==> config.mk <==
export PLATFORM = sky130hd
export DESIGN_NAME = row_minmax_swap_range
export DESIGN_NICKNAME = d
export VERILOG_FILES = /design/src/rtl/core/rmsr_pkg.sv /design/src/rtl/core/rmsr_ctrl.sv /design/src/rtl/core/rmsr_dp.sv /design/src/rtl/core/row_minmax_swap_range.sv
export SDC_FILE = /design/constraint.sdc
export NUM_CORES = 1
export LEC_CHECK = 0
export ABC_AREA = 1
export BUFFER_PORTS_ARGS = -buffer_cell sky130_fd_sc_hd__buf_2
export CAP_MARGIN = 30
export CORE_UTILIZATION = 50
export CTS_BUF_LIST = sky130_fd_sc_hd__clkbuf_8
export DETAILED_ROUTE_END_ITERATION = 10
export GPL_ROUTABILITY_DRIVEN = 1
export PLACE_DENSITY = 0.67
export SYNTH_ARGS = -nofsm -noshare
export SYNTH_HDL_FRONTEND = slang
export SYNTH_SLANG_ARGS = --single-unit
export TNS_END_PERCENT = 1
==> constraint.sdc <==
create_clock -name clk -period 3.1 [get_ports clk]
set_input_delay 0.155 -clock clk [delete_from_list [all_inputs] [get_ports clk]]
set_output_delay 0.155 -clock clk [all_outputs]
set_load 0.01 [all_outputs]
==> src/rtl/core/rmsr_pkg.sv <==
// shared constants and controller/datapath interface types for the row min/max swapper
`default_nettype none

package rmsr_pkg;

    // parameter defaults
    localparam int MAX_COLS_DEF = 16;
    localparam int MAX_ROWS_DEF = 1024;

    // field widths
    localparam int VALUE_W = 16;
    localparam int COLS_W  = 5;
    localparam int COL_W   = 4;
    localparam int ROW_W   = 10;

    // column register value after reset
    localparam logic [COLS_W-1:0] COLS_RESET = 5'd16;

    // commands from controller to datapath
    typedef struct packed {
        logic take;     // input item accepted this cycle
        logic finish;   // settle row range and best row
        logic read;     // read one buffered element
        logic pop;      // result item taken downstream
    } dp_cmd_t;

    // status from datapath to controller
    typedef struct packed {
        logic row_end;  // current input item closes the row
        logic last_col; // element on show is the row's last
    } dp_sts_t;

endpackage

`default_nettype wire

==> src/rtl/core/rmsr_ctrl.sv <==
// controller state machine: accept, finish, then read and show each row element
`default_nettype none

module rmsr_ctrl
(
    input  wire logic              clk,
    input  wire logic              rst_n,
    input  wire logic              in_valid,
    output logic                   in_ready,
    output logic                   out_valid,
    input  wire logic              out_ready,
    input  wire rmsr_pkg::dp_sts_t sts,
    output rmsr_pkg::dp_cmd_t      cmd
);

    typedef enum logic [1:0] {
        S_IDLE,
        S_FIN,
        S_READ,
        S_SHOW
    } state_t;

    state_t state_reg;
    state_t state_next;
    logic   in_ready_reg;
    logic   in_ready_next;
    logic   out_valid_reg;
    logic   out_valid_next;

    // commands follow the state directly
    always_comb
    begin
        cmd.take   = in_valid & in_ready_reg;
        cmd.finish = (state_reg == S_FIN);
        cmd.read   = (state_reg == S_READ);
        cmd.pop    = (state_reg == S_SHOW) & out_ready;
    end

    // next state and registered handshake outputs
    always_comb
    begin
        state_next     = state_reg;
        in_ready_next  = in_ready_reg;
        out_valid_next = out_valid_reg;
        case (state_reg)
            S_IDLE:
            begin
                if (cmd.take && sts.row_end)
                begin
                    state_next    = S_FIN;
                    in_ready_next = 1'b0;
                end
            end
            S_FIN:
            begin
                state_next = S_READ;
            end
            S_READ:
            begin
                state_next     = S_SHOW;
                out_valid_next = 1'b1;
            end
            S_SHOW:
            begin
                if (out_ready)
                begin
                    out_valid_next = 1'b0;
                    if (sts.last_col)
                    begin
                        state_next    = S_IDLE;
                        in_ready_next = 1'b1;
                    end
                    else
                    begin
                        state_next = S_READ;
                    end
                end
            end
            default:
            begin
                state_next     = S_IDLE;
                in_ready_next  = 1'b1;
                out_valid_next = 1'b0;
            end
        endcase
    end

    // state and registered outputs
    always_ff @(posedge clk or negedge rst_n)
    begin
        if (!rst_n)
        begin
            state_reg     <= S_IDLE;
            in_ready_reg  <= 1'b1;
            out_valid_reg <= 1'b0;
        end
        else
        begin
            state_reg     <= state_next;
            in_ready_reg  <= in_ready_next;
            out_valid_reg <= out_valid_next;
        end
    end

    assign in_ready  = in_ready_reg;
    assign out_valid = out_valid_reg;

endmodule

`default_nettype wire

==> src/rtl/core/rmsr_dp.sv <==
// datapath: row buffer memory, min/max tracking, row range, best row and counters
`default_nettype none

module rmsr_dp
#(
    parameter int MAX_COLS = rmsr_pkg::MAX_COLS_DEF,
    parameter int MAX_ROWS = rmsr_pkg::MAX_ROWS_DEF
)
(
    input  wire logic                                 clk,
    input  wire logic                                 rst_n,
    input  wire logic                                 cfg_we,
    input  wire logic        [rmsr_pkg::COLS_W-1:0]   cfg_data,
    input  wire logic signed [rmsr_pkg::VALUE_W-1:0]  value,
    input  wire logic                                 end_of_matrix,
    input  wire rmsr_pkg::dp_cmd_t                    cmd,
    output rmsr_pkg::dp_sts_t                         sts,
    output logic signed      [rmsr_pkg::VALUE_W-1:0]  value_res,
    output logic             [rmsr_pkg::COL_W-1:0]    col_index,
    output logic             [rmsr_pkg::ROW_W-1:0]    row_index,
    output logic             [rmsr_pkg::VALUE_W-1:0]  row_diff,
    output logic                                      last_of_row,
    output logic             [rmsr_pkg::ROW_W-1:0]    best_row,
    output logic             [rmsr_pkg::VALUE_W-1:0]  best_diff,
    output logic                                      last_of_matrix
);

    localparam int AW = (MAX_COLS > 1) ? $clog2(MAX_COLS) : 1;
    localparam int CW = $clog2(MAX_COLS + 1);
    localparam int RW = (MAX_ROWS > 1) ? $clog2(MAX_ROWS) : 1;
    localparam int EW = (CW > rmsr_pkg::COLS_W) ? CW : rmsr_pkg::COLS_W;
    localparam int VW = rmsr_pkg::VALUE_W;

    localparam logic [EW-1:0] EFF_MAX  = EW'(MAX_COLS);
    localparam logic [RW-1:0] ROW_LAST = RW'(MAX_ROWS - 1);

    // row buffer
    logic signed [VW-1:0] row_mem [MAX_COLS];
    logic signed [VW-1:0] rdata_reg;

    logic [rmsr_pkg::COLS_W-1:0] cols_reg;
    logic [CW-1:0]               col_reg;
    logic [CW-1:0]               n_reg;
    logic [AW-1:0]               k_reg;
    logic [RW-1:0]               row_reg;
    logic signed [VW-1:0]        min_reg;
    logic signed [VW-1:0]        max_reg;
    logic [AW-1:0]               min_pos_reg;
    logic [AW-1:0]               max_pos_reg;
    logic [VW-1:0]               diff_reg;
    logic [VW-1:0]               best_diff_reg;
    logic [RW-1:0]               best_row_reg;
    logic                        eom_reg;

    logic [EW-1:0] cols_ext;
    logic [EW-1:0] eff_cols;
    logic [CW-1:0] cnt_inc;
    logic [VW-1:0] diff_now;
    logic [31:0]   k_wide;
    logic [31:0]   row_wide;
    logic [31:0]   best_wide;

    // effective row length, clamped into 1..MAX_COLS
    always_comb
    begin
        cols_ext = EW'(cols_reg);
        if (cols_reg == '0)
            eff_cols = EW'(1);
        else if (cols_ext > EFF_MAX)
            eff_cols = EFF_MAX;
        else
            eff_cols = cols_ext;
    end

    // row end and last element detection
    assign cnt_inc      = col_reg + CW'(1);
    assign sts.row_end  = (EW'(cnt_inc) >= eff_cols);
    assign sts.last_col = ((CW'(k_reg) + CW'(1)) == n_reg);

    // unsigned range; wraps cleanly since max is never below min
    assign diff_now = VW'(max_reg - min_reg);

    // column register
    always_ff @(posedge clk or negedge rst_n)
    begin
        if (!rst_n)
            cols_reg <= rmsr_pkg::COLS_RESET;
        else if (cfg_we)
            cols_reg <= cfg_data;
    end

    // row buffer write and registered read
    always_ff @(posedge clk)
    begin
        if (cmd.take)
            row_mem[col_reg[AW-1:0]] <= value;
        if (cmd.read)
            rdata_reg <= row_mem[k_reg];
    end

    // first minimum and first maximum of the row
    always_ff @(posedge clk or negedge rst_n)
    begin
        if (!rst_n)
        begin
            min_reg     <= '0;
            max_reg     <= '0;
            min_pos_reg <= '0;
            max_pos_reg <= '0;
        end
        else if (cmd.take)
        begin
            if (col_reg == '0)
            begin
                min_reg     <= value;
                max_reg     <= value;
                min_pos_reg <= '0;
                max_pos_reg <= '0;
            end
            else
            begin
                if (value < min_reg)
                begin
                    min_reg     <= value;
                    min_pos_reg <= col_reg[AW-1:0];
                end
                if (value > max_reg)
                begin
                    max_reg     <= value;
                    max_pos_reg <= col_reg[AW-1:0];
                end
            end
        end
    end

    // column count, row length and end mark
    always_ff @(posedge clk or negedge rst_n)
    begin
        if (!rst_n)
        begin
            col_reg <= '0;
            n_reg   <= '0;
            eom_reg <= 1'b0;
        end
        else if (cmd.take)
        begin
            if (sts.row_end)
            begin
                col_reg <= '0;
                n_reg   <= cnt_inc;
                eom_reg <= end_of_matrix;
            end
            else
            begin
                col_reg <= cnt_inc;
            end
        end
    end

    // row range, best row, burst position and row number
    always_ff @(posedge clk or negedge rst_n)
    begin
        if (!rst_n)
        begin
            diff_reg      <= '0;
            best_diff_reg <= '0;
            best_row_reg  <= '0;
            row_reg       <= '0;
            k_reg         <= '0;
        end
        else
        begin
            if (cmd.finish)
            begin
                diff_reg <= diff_now;
                if (diff_now > best_diff_reg)
                begin
                    best_diff_reg <= diff_now;
                    best_row_reg  <= row_reg;
                end
            end
            if (cmd.pop)
            begin
                if (sts.last_col)
                begin
                    k_reg <= '0;
                    if (eom_reg)
                    begin
                        row_reg       <= '0;
                        best_diff_reg <= '0;
                        best_row_reg  <= '0;
                    end
                    else if (row_reg != ROW_LAST)
                    begin
                        row_reg <= row_reg + RW'(1);
                    end
                end
                else
                begin
                    k_reg <= k_reg + AW'(1);
                end
            end
        end
    end

    // result fields, min and max exchanged on the way out
    always_comb
    begin
        k_wide    = 32'(k_reg);
        row_wide  = 32'(row_reg);
        best_wide = 32'(best_row_reg);
        if (k_reg == min_pos_reg)
            value_res = max_reg;
        else if (k_reg == max_pos_reg)
            value_res = min_reg;
        else
            value_res = rdata_reg;
        col_index      = k_wide[rmsr_pkg::COL_W-1:0];
        row_index      = row_wide[rmsr_pkg::ROW_W-1:0];
        best_row       = best_wide[rmsr_pkg::ROW_W-1:0];
        row_diff       = diff_reg;
        best_diff      = best_diff_reg;
        last_of_row    = sts.last_col;
        last_of_matrix = eom_reg & sts.last_col;
    end

endmodule

`default_nettype wire

==> src/rtl/core/row_minmax_swap_range.sv <==
// Elements that do not close a row are taken one per cycle, back to back.
// The element that closes a row starts a burst: a finish state settles the
// range and best row, then each result takes a row buffer read state and a show
// state that holds until out_ready; the next item is taken after the last show.
// No item is taken during a burst. Reset clears counters, min/max, best row and
// sets cols to 16; the row buffer itself is not cleared.
`default_nettype none

module row_minmax_swap_range
#(
    parameter int MAX_COLS = rmsr_pkg::MAX_COLS_DEF,
    parameter int MAX_ROWS = rmsr_pkg::MAX_ROWS_DEF
)
(
    input  wire logic                                 clk,
    input  wire logic                                 rst_n,
    input  wire logic                                 cfg_we,
    input  wire logic        [rmsr_pkg::COLS_W-1:0]   cfg_data,
    input  wire logic                                 in_valid,
    output logic                                      in_ready,
    input  wire logic signed [rmsr_pkg::VALUE_W-1:0]  value,
    input  wire logic                                 end_of_matrix,
    output logic                                      out_valid,
    input  wire logic                                 out_ready,
    output logic signed      [rmsr_pkg::VALUE_W-1:0]  value_res,
    output logic             [rmsr_pkg::COL_W-1:0]    col_index,
    output logic             [rmsr_pkg::ROW_W-1:0]    row_index,
    output logic             [rmsr_pkg::VALUE_W-1:0]  row_diff,
    output logic                                      last_of_row,
    output logic             [rmsr_pkg::ROW_W-1:0]    best_row,
    output logic             [rmsr_pkg::VALUE_W-1:0]  best_diff,
    output logic                                      last_of_matrix
);

    rmsr_pkg::dp_cmd_t cmd;
    rmsr_pkg::dp_sts_t sts;

    // sequencing
    rmsr_ctrl u_ctrl
    (
        .clk       (clk),
        .rst_n     (rst_n),
        .in_valid  (in_valid),
        .in_ready  (in_ready),
        .out_valid (out_valid),
        .out_ready (out_ready),
        .sts       (sts),
        .cmd       (cmd)
    );

    // row buffer and arithmetic
    rmsr_dp
    #(
        .MAX_COLS (MAX_COLS),
        .MAX_ROWS (MAX_ROWS)
    )
    u_dp
    (
        .clk            (clk),
        .rst_n          (rst_n),
        .cfg_we         (cfg_we),
        .cfg_data       (cfg_data),
        .value          (value),
        .end_of_matrix  (end_of_matrix),
        .cmd            (cmd),
        .sts            (sts),
        .value_res      (value_res),
        .col_index      (col_index),
        .row_index      (row_index),
        .row_diff       (row_diff),
        .last_of_row    (last_of_row),
        .best_row       (best_row),
        .best_diff      (best_diff),
        .last_of_matrix (last_of_matrix)
    );

endmodule

`default_nettype wire

==> metrics.md, run 1 <==
| Metric | Value |
|---|---|
| Status | complete, no violations |
| Netlist Area Pre-Place | about 18,000 sq um |
| Int Pwr | between 10,000 and 15,000 uW |
| # clock sinks | around 390 |
| Fmax | 0.325 GHz |
| Hpwl dp | approximately 32,000 microns |
| Number of hold violations in the final report | 0 |
| Total core area | ~35,000 sq um |
| Clock Latency Late Sink | around 0.67 ns |
| Share of the yosys chip area belonging to registers | about 61% |
| Switching Share | a little over two fifths |
| DR DRC count | 0 |
| Starting density of the core | slightly above 50% |
| Htree depth | 2 |
| WP data arrival | ~3.6 ns |
| Inserted Clock Buffers | around 60 |
| Peak VDD IR | ~0.74 mV |
| Number of synthesized register bits | a little under 400 |
| Leak pwr | roughly 0.009 uW |
| Net Count, Synth | around 1,800 |
| Input/output buffers | slightly above 100 |
| First-pass GRT wire length | approximately 73,000 microns |
| Psw | about 9700 uW |
| DIE HEIGHT | 192 microns |
| Layout fillers | between 2,000 and 3,000 |
| Grt total ovfl | 0 |
| Post-Route Skew | 0.0370 ns |
| Total GRT Usage | about a quarter |
| EDFF count, synth | approximately 270 |
| Place WS | -0.218 ns |
| Setup violations, final | 0 |
| Top cells by area, synth | edfxtp_1 45%, dfrtp_1 16%, nand2_1 6.3% |
| Logic gate share of total power | approximately 50% |
| Ys async rst share | 29.9% |
| Final Max Slew Viols | 0 |
| Synth Instances | 1,746 |
| Die ar. | about 37,000 sq um |
| Hold Path Class | in -> reg |
| Critical Path RT | ~3.6 ns |
| Clock buffer depth | 3 |
| Ys Warns | 0 |
| Vias in the first global route | between 10,000 and 15,000 |
| Layout cells sized above 1 | around a fifth |
| Max reg flops | 256 |
| Final period util | around 100% |
| Yosys top cell area share | between 40% and 50% |
| Post-synth top cells | 301 x nand2_1, 272 x edfxtp_1, 247 x nor2_1 |
| Startpoint type of the worst setup path | flip-flop |
| Multi-input combinational cell area | between 6000 and 7000 sq um |
| Ports | 103 |
| Fin Setup TNS | 0 ns |
| Reg power frac | a little under a third |
| Worst rel slew slack | a little under three fifths |
| Synth unique cells | 43 |
| Vias per Instance | 5.60 |
| Dominant synthesized flop cell | edfxtp_1 |
| Initial DRC count | about 1,200 |
| CP Capture Type | flip-flop |
| MaxCap Viol Count | 0 |
| CP Max Fanout | 25 |
| Area growth syn-to-layout | 18.3% |
| CTS tree | done |
| Routed wire length | around 48,000 microns |
| Nets | ~2,100 |
| Syn Area/Cell | roughly 10 sq um |
| Initial antenna violation count | 2 |
| Drt wl/cell | about 20 microns |
| PD cells | 1070 nW/um^2 |
| Clock-pin slew on the worst setup and hold paths | 0.07 ns |
| # rows | 69 |
| Sequential Area | about 11,000 sq um |
| 1st-pass router iterations | 5 |
| Via Count | between 10,000 and 15,000 |
| Area leader, netlist | edfxtp_1 |
| Clock Power Share | 18.3% |
| Top-count cell post-synth | nand2_1 |
| Crit path kind | reg -> reg |
| Routed Antenna Nets | 0 |
| Root Driver | clkbuf_8 |
| Die X | approximately 190 microns |
| RSZ-0062 raised after global routing | yes |
| Final WS setup | 0.0215 ns |
| Final GP Congestion | 0.910 |
| Worst-margin pin slew | 0.660 ns |
| Fin crit period | just over 3 ns |
| Largest net degree at the start of global routing | about 110 |
==> cell usage in the layout (no fill, tap or decap), drive strengths merged <==
master         n
nand2        304
edfxtp       272
nor2         251
o21ai        224
buf          205
inv          140
dfrtp        114
nand3         77
o22ai         75
ha            73
clkbuf        69
a21oi         55
dlygate4sd3   24
xor2          24
clkinv        24
o211ai        15
a22oi          8
nand4          7
nor3           7
xnor2          7
a21o           6
o21bai         5
a31oi          4
nand3b         2
clkinvlp       2
o21a           2
dfstp          2
or2            2
diode          1
o211a          1
and2           1
nor4           1
mux2           1
fa             1
bufinv         1
==> area by class of cell <==
| type | count | share of cell area [%] |
|---|---|---|
| sequential | 388 | 52.0 |
| multi-input combinational | 1153 | 29.9 |
| timing repair buffer | 230 | 7.69 |
| clock buffer | 68 | 4.39 |
| tap | 461 | 2.71 |
| inverter | 120 | 2.17 |
| clock inverter | 47 | 1.12 |
| antenna | 1 | 0.0117 |
==> path summary, 6_finish.rpt <==
check / from / to / slack, ns / depth (start not counted)
worst max-delay path: u_dp.min_reg[4] / u_dp.best_diff[0] / 0.02 / 18
worst min-delay path: value[15] / u_dp.row_mem[9][15] / 0.04 / 2
worst max register to register: u_dp.min_reg[4] / u_dp.best_diff[0] / 0.02 / 18
worst min register to register: u_dp.row_diff[1] / u_dp.row_diff[1] / 0.47 / 2
max in group asynchronous: rst_n / u_dp.cols_ext[4] / 2.20 / 3
min in group asynchronous: rst_n / u_dp.min_reg[1] / 0.05 / 2
==> power by group through the flow <==
stage                     clock network, uW  registers [uW]  logic (uW)
final                                  4150            7110       11500
after global routing                   4430            7200       12700
after CTS                              4220            7090       10600
after detailed placement                  0            7180       10400
after global placement                    0            7170       10200
after floorplan                           0            7060        6600
==> routing by layer <==
layer	up-vias	wire [microns]	track usage, %
li1	6485	-	-
met1	6713	20300	36.5
met2	535	22500	41.8
met3	88	4400	5.88
met4	0	1210	8.85
met5	-	0	0
==> kinds of logic after synthesis <==
family / count (synthesis) / synth area share, %
flops: 388 / 61.5
fa+ha+maj: 74 / 5.18
simple gates: 652 / 14.6
compound gates: 395 / 12.5
xor+xnor: 31 / 1.59
buf+inv: 205 / 4.63
mux: 1 / 0.0625
==> critical path, stage by stage (launching register included) <==
cell,delay [ns]
dfrtp_1,0.39
inv_2,0.09
ha_2,0.31
a21o_1,0.21
a21oi_1,0.15
nand2_2,0.12
a21oi_2,0.15
xnor2_1,0.19
ha_1,0.31
nand2_1,0.08
inv_1,0.06
o21ai_2,0.06
nand2_1,0.09
a21oi_2,0.18
nand2_2,0.08
nand2_4,0.14
inv_8,0.10
o21ai_0,0.17
nor2_1,0.06
==> what timing repair did <==
action / in CTS / in global routing
gates resized for setup: 14 / 62
pin swaps: 2 / 15
endpoints found under the hold margin: 134 / 0
setup endpoints to repair: 26 / 36
hold buffers: 24 / 0
setup buffers: 0 / 3
cloned: 0 / 1
==> through the flow <==
step	std cells	utilization (%)	hold WS, ns	cell area, sq um	power [uW]
floorplan	1746	-	-0.141	18000	13700
global placement	2324	55.1	0.190	19500	17400
CTS	2463	59.2	0.00896	21000	21900
global route	2467	60.0	0.0256	21300	24300
finish	2468	60.1	0.0440	21300	22700
detailed placement	2324	55.1	0.198	19500	17600
(Power assumes the default switching activity.)
==> run 2, diff against run 1 <==
Settings changed: PLACE_DENSITY 0.67 to 0.64.
Clock period 3.1 ns to 3.75 ns, I/O delays scaled along.
==> run 2 against run 1 <==
Wire length fell by 4.3%. Clock-buffer cell count rose by 7. Critical path depth decreased by 1. Non-clock buffer count down 64. Clock power shrank 9.9%. Worst setup slack better by 0.37 ns. Global-route usage down 0.62 points. Die area stayed put. Sequential power is 18% lower. Sequential share of layout area increased by 1.7 points. Via count decreased by 4.3%. Critical path type unchanged. Critical endpoint is now u_dp.best_diff[15]. Largest cell class unchanged.
==> metrics.md, run 2 (same netlist as run 1, synthesis figures left out) <==
| Metric | Value |
|---|---|
| Status | complete, no violations (unchanged) |
| First-pass GRT wire length | 71,900 microns (was 73,400 microns) |
| Switching Share | 42.5% (was 42.9%) |
| Clock Latency Late Sink | 0.61 ns (was 0.67 ns) |
| PD cells | 857 nW/um^2 (was 1070 nW/um^2) |
| RSZ-0062 raised after global routing | yes (unchanged) |
| Starting density of the core | 50.7% (unchanged) |
| Routed Antenna Nets | 0 (unchanged) |
| Startpoint type of the worst setup path | flip-flop (unchanged) |
| Htree depth | 3 (was 2) |
| Most frequent cells in the layout | 301 x nand2_1, 272 x edfxtp_1, 238 x nor2_1 (was 289 x nand2_1, 272 x edfxtp_1, 240 x nor2_1) |
| CP Max Fanout | 25 (unchanged) |
| Fin Setup TNS | 0 ns (unchanged) |
| Final GP Congestion | 0.896 (was 0.910) |
| Clock Power Share | 21.2% (was 18.3%) |
| Die ar. | 36,800 sq um (unchanged) |
| Clock buffer depth | 3 (unchanged) |
| Worst-margin pin slew | 0.904 ns (was 0.660 ns) |
| Final Max Slew Viols | 0 (unchanged) |
| Input/output buffers | 102 (unchanged) |
| CP Capture Type | flip-flop (unchanged) |
| Worst rel slew slack | 39.7% (was 55.9%) |
| Reg power frac | 33.0% (was 31.3%) |
| Nets | 1,997 (was 2,055) |
| Vias in the first global route | 12,717 (was 13,186) |
| Area growth syn-to-layout | 14.6% (was 18.3%) |
| WP data arrival | 3.83 ns (was 3.61 ns) |
| Vias per Instance | 5.49 (was 5.60) |
| Post-Route Skew | 0.0284 ns (was 0.0370 ns) |
| Critical Path RT | 4.22 ns (was 3.64 ns) |
| DR DRC count | 0 (unchanged) |
| Routed wire length | 46,400 microns (was 48,400 microns) |
| # rows | 69 (unchanged) |
| Number of buffers inserted by post-CTS setup repair | 0 (unchanged) |
| Fin crit period | 3.36 ns (was 3.08 ns) |
| MaxCap Viol Count | 0 (unchanged) |
| Hpwl dp | 29,400 microns (was 31,700 microns) |
| Setup violations, final | 0 (unchanged) |
| Cells after DPL | 2,266 (was 2,324) |
| 1st-pass router iterations | 5 (unchanged) |
| # clock sinks | 388 (unchanged) |
| Most common cell after layout, fill and taps aside | nand2_1 (unchanged) |
| Int Pwr | 10,200 uW (was 13,000 uW) |
| Layout cells sized above 1 | 14.5% (was 19.1%) |
| Via Count | 13,222 (was 13,821) |
| Die X | 192 microns (unchanged) |
| Final Non-Filler Cells | 2,409 (was 2,468) |
| Total core area | 35,500 sq um (unchanged) |
| Number of hold violations in the final report | 0 (unchanged) |
| Drt wl/cell | 19.2 microns (was 19.6 microns) |
| Antenna Diode Count | 0 (was 1) |
| Total GRT Usage | 25.9% (was 26.6%) |
| Ports | 103 (unchanged) |
| Root Driver | clkbuf_8 (unchanged) |
| CTS tree | done (unchanged) |
| Hold Path Class | in -> reg (unchanged) |
| Max reg flops | 256 (unchanged) |
| Final period util | 89.5% (was 99.3%) |
| Fmax | 0.298 GHz (was 0.325 GHz) |
| Leak pwr | 0.00869 uW (was 0.00897 uW) |
| Initial DRC count | 940 (was 1,218) |
| DIE HEIGHT | 192 microns (unchanged) |
| Largest net degree at the start of global routing | 130 (was 111) |
| Inserted Clock Buffers | 67 (was 61) |
| Worst hold slack | 0.0279 ns (was 0.0440 ns) |
| Grt total ovfl | 0 (unchanged) |
| Clock-pin slew on the worst setup and hold paths | 0.06 ns (was 0.07 ns) |
| Initial antenna violation count | 2 (unchanged) |
| Crit path kind | reg -> reg (unchanged) |
| Psw | 7510 uW (was 9740 uW) |
| Reg-to-reg slack, setup | 0.39 ns (was 0.02 ns) |
| Peak VDD IR | 0.611 mV (was 0.738 mV) |
| Logic gate share of total power | 45.9% (was 50.4%) |
==> run 2: path summary, 6_finish.rpt <==
path                            startpoint                  to  depth (start not counted)
hold / removal                    value[7]  u_dp.row_mem[5][7]                          1
hold reg to reg            u_dp.min_reg[1]     u_dp.min_reg[1]                          2
setup reg to reg           u_dp.min_reg[2]  u_dp.best_diff[15]                         17
max in group asynchronous            rst_n    u_dp.cols_ext[4]                          3
min in group asynchronous            rst_n    u_dp.min_reg[11]                          2
setup / recovery           u_dp.min_reg[2]  u_dp.best_diff[15]                         17
==> run 2: layout make-up <==
| class | count | area (sq um) |
|---|---|---|
| fillers | 2994 | 14800 |
| flip-flops and latches | 388 | 11100 |
| multi-input cells | 1153 | 6120 |
| repair buffers | 166 | 1090 |
| clock buffers | 75 | 1030 |
| well taps | 461 | 577 |
| inverters | 120 | 454 |
| clock inverters | 46 | 282 |
==> run 2: worst max-delay path, stage by stage, from the launching register on <==
cell and delay, ns:
dfrtp_1 0.37, inv_1 0.11, ha_1 0.29, a21oi_1 0.16, nand2_1 0.11, a21oi_1 0.29, or2_1 0.15, nand2_1 0.08
xor2_1 0.29, ha_1 0.31, a21oi_1 0.13, o21ai_0 0.10, a21oi_1 0.14, nand2_1 0.08, nand2_2 0.20, inv_4 0.16
o21ai_0 0.21, nor2_1 0.06
==> run 2: layer usage <==
layer,wire (microns),up-vias,GRT usage (%)
met5,23,-,0
met4,898,4,7.78
li1,-,6360,-
met1,20200,6378,35.4
met3,3280,74,5.83
met2,21900,406,41.3
==> run 2: power groups by stage <==
| stage | registers, uW | logic (uW) | clock network (uW) |
|---|---|---|---|
| 6_report | 5830 | 8110 | 3740 |
| 5_1_grt | 5900 | 9190 | 4020 |
| 4_1_cts | 5830 | 8080 | 3830 |
| 3_5_place_dp | 5910 | 8020 | 0 |
| 3_3_place_gp | 5900 | 7870 | 0 |
| 2_1_floorplan | 5840 | 5460 | 0 |
==> run 2: what timing repair did <==
item,CTS,global route
hold buffers,22,0
endpoints found under the hold margin,68,0
resized for setup,0,5
endpoints found under the setup margin,0,26
==> run 2: per-stage QoR <==
stage | setup WS (ns) | util [%] | area, sq um | total power [uW]
after detailed placement | 0.255 | 53.8 | 19100 | 13900
final | 0.394 | 58.2 | 20600 | 17700
after floorplan | 0.701 | - | 18000 | 11300
after CTS | 0.237 | 58.1 | 20600 | 17700
after global routing | -0.0381 | 58.2 | 20600 | 19100
after global placement | 0.308 | 53.8 | 19100 | 13800
==> run 3, diff against run 2 <==
Settings changed: REMOVE_ABC_BUFFERS set to 1.
==> run 3 against run 2 <==
Non-clock buffer count is 11 higher. Clock skew is 0.0019 ns higher. Worst hold slack better by 0.15 ns.
==> metrics.md, run 3 (same netlist as run 1, synthesis figures left out) <==
| Metric | Value |
|---|---|
| Final GP Congestion | 0.859 (was 0.896) |
| Met1 usage | 34.4% (was 35.4%) |
| Setup violations, final | 0 (unchanged) |
| Clock Latency Late Sink | 0.66 ns (was 0.61 ns) |
| WP data arrival | 3.19 ns (was 3.83 ns) |
| Routing usage on met3 | 4.59% (was 5.83%) |
| Grt peak-use layer | met2 (unchanged) |
| Cells on worst reg2reg path | 23 (was 17) |
| Cells after DPL | 2,266 (unchanged) |
| Final period util | 90.1% (was 89.5%) |
| Number of hold violations in the final report | 0 (unchanged) |
| Ports | 103 (unchanged) |
| Clock buffer depth | 3 (unchanged) |
| Int Pwr | 10,000 uW (was 10,200 uW) |
| Via Count | 13,396 (was 13,222) |
| Nets | 2,002 (was 1,997) |
| Largest net degree at the start of global routing | 95 (was 130) |
| Routed wire length | 45,700 microns (was 46,400 microns) |
| Clock-pin slew on the worst setup and hold paths | 0.06 ns (about the same) |
| Post-Route Skew | 0.0303 ns (was 0.0284 ns) |
| Final WS setup | 0.369 ns (was 0.394 ns) |
| Die X | 192 microns (unchanged) |
| Reg-to-reg endpoint | u_dp.best_diff[14] (was u_dp.best_diff[15]) |
| # rows | 69 (unchanged) |
| Reg power frac | 33.6% (was 33.0%) |
| RSZ-0062 raised after global routing | no (was yes) |
| Starting density of the core | 50.7% (unchanged) |
| Htree depth | 2 (was 3) |
| Peak VDD IR | 0.535 mV (was 0.611 mV) |
| Reg-to-reg slack, setup | 0.45 ns (was 0.39 ns) |
| Critical R2R Launch | u_dp.max_reg[0] (was u_dp.min_reg[2]) |
| Routed Antenna Nets | 0 (unchanged) |
| Total GRT Usage | 25.2% (was 25.9%) |
| Root Driver | clkbuf_8 (unchanged) |
| Drt wl/cell | 19.0 microns (was 19.2 microns) |
| Hold Path Class | in -> async (was in -> reg) |
| Final Max Slew Viols | 0 (unchanged) |
| First-pass GRT wire length | 70,200 microns (was 71,900 microns) |
| Place WS | 0.283 ns (was 0.255 ns) |
| Initial DRC count | 1,028 (was 940) |
| # clock sinks | 388 (unchanged) |
| Worst rel slew slack | 37.9% (was 39.7%) |
| Grt total ovfl | 0 (unchanged) |
| Psw | 7430 uW (was 7510 uW) |
| Clock Power Share | 20.6% (was 21.2%) |
| CP Capture Type | output pin (was flip-flop) |
| Leak pwr | 0.00868 uW (was 0.00869 uW) |
| Hpwl dp | 27,900 microns (was 29,400 microns) |
| CTS tree | done (unchanged) |
| Layout fillers | 2,994 (unchanged) |
| Die ar. | 36,800 sq um (unchanged) |
| Most frequent cells in the layout | 301 x nand2_1, 272 x edfxtp_1, 232 x nor2_1 (was 301 x nand2_1, 272 x edfxtp_1, 238 x nor2_1) |
| MaxCap Viol Count | 0 (unchanged) |
| Status | complete, no violations (unchanged) |
| Input/output buffers | 102 (unchanged) |
| Vias in the first global route | 12,617 (was 12,717) |
| Fmax | 0.296 GHz (was 0.298 GHz) |
| PD cells | 845 nW/um^2 (was 857 nW/um^2) |
| Area growth syn-to-layout | 14.9% (was 14.6%) |
| 1st-pass router iterations | 7 (was 5) |
| Crit path kind | reg -> out (was reg -> reg) |
| Switching Share | 42.5% (about the same) |
| M2 GR Usage | 40.7% (was 41.3%) |
| Final Non-Filler Cells | 2,409 (unchanged) |
| Startpoint type of the worst setup path | flip-flop (unchanged) |
| DIE HEIGHT | 192 microns (unchanged) |
| Initial antenna violation count | 1 (was 2) |
| DR DRC count | 0 (unchanged) |
| Total core area | 35,500 sq um (unchanged) |
| Worst-margin pin slew | 0.930 ns (was 0.904 ns) |
| Logic gate share of total power | 45.9% (about the same) |
| Vias per Instance | 5.56 (was 5.49) |
| Max reg flops | 256 (unchanged) |
| Most common cell after layout, fill and taps aside | nand2_1 (unchanged) |
| Layout cells sized above 1 | 14.6% (was 14.5%) |
| Inserted Clock Buffers | 61 (was 67) |
| CP Max Fanout | 44 (was 25) |
| Fin crit period | 3.38 ns (was 3.36 ns) |
| Critical Path RT | 3.56 ns (was 4.22 ns) |
[run 3: cell count changes in the layout (fill, tap and decap cells not counted), sizes merged]
| cell | before | now |
|---|---|---|
| dlygate4sd3 | 22 | 33 |
| clkinv | 18 | 12 |
| clkbuf | 75 | 72 |
| clkinvlp | 2 | 0 |
| diode | 0 | 2 |
| inv | 143 | 141 |
[run 3: how the worst max path moves through the flow]
stage | start | end | slack, ns | depth (start not counted)
detailed placement | u_dp.max_reg[0] | u_dp.best_diff[0] | 0.28 | 24
global placement | u_dp.max_reg[0] | u_dp.best_diff[15] | 0.36 | 24
global route | u_dp.max_reg[0] | u_dp.best_diff[2] | 0.03 | 22
floorplan | u_dp.col_index[0] | u_dp.rdata_reg[14] | -1.51 | 5
finish | u_dp.col_index[0] | value_res[14] | 0.37 | 8
CTS | u_dp.max_reg[0] | u_dp.best_diff[0] | 0.26 | 24
[run 3: area by class of cell]
type,instances,area [sq um],area share [%]
Clock buffer,72,991,4.79
Timing Repair Buffer,177,1200,5.80
Antenna cell,2,5.00,0.0242
Inverter,120,457,2.21
Tap cell,461,577,2.79
Clock inverter,36,235,1.14
Sequential cell,388,11100,53.6
Multi-Input combinational cell,1153,6140,29.7
[run 3: worst max-delay path, cell delays in order (launching register included)]
cell and delay (ns):
dfrtp_4 0.69, xor2_1 0.24, nor2_1 0.12, nand2_1 0.12, inv_1 0.70, nand2_1 0.10
o211ai_1 0.12, o21ai_0 0.22, buf_2 0.21
[run 3: routing by layer]
metal	vias up	share of wire, %
li1	6380	-
met1	6494	44
met2	447	47
met3	75	6.3
met4	0	2.3
met5	-	0
[run 3: repair_timing]
item | in CTS | in global routing
setup buffers | 0 | 0
hold buffers | 33 | 0
resized for setup | 0 | 5
setup endpoints to repair | 0 | 26
hold endpoints to repair | 294 | 0
[run 3: stage by stage]
step | hold slack [ns] | area [sq um] | TNS, ns | utilization (%) | total power [uW]
2_1_floorplan | -0.108 | 17600 | -28.59 | - | 11100
3_3_place_gp | 0.329 | 19100 | 0 | 53.9 | 13700
3_5_place_dp | 0.328 | 19100 | 0 | 53.9 | 13900
4_1_cts | 0.167 | 20700 | 0 | 58.2 | 17500
5_1_grt | 0.224 | 20700 | 0 | 58.3 | 18800
6_report | 0.179 | 20700 | 0 | 58.3 | 17500
[run 3: power by group through the flow]
stage,Combinational (uW),Sequential [uW],Clock [uW]
CTS,7980,5860,3670
floorplan,5010,6050,0
global placement,7800,5930,0
finish,8020,5870,3590
global route,9020,5950,3850
detailed placement,7910,5950,0
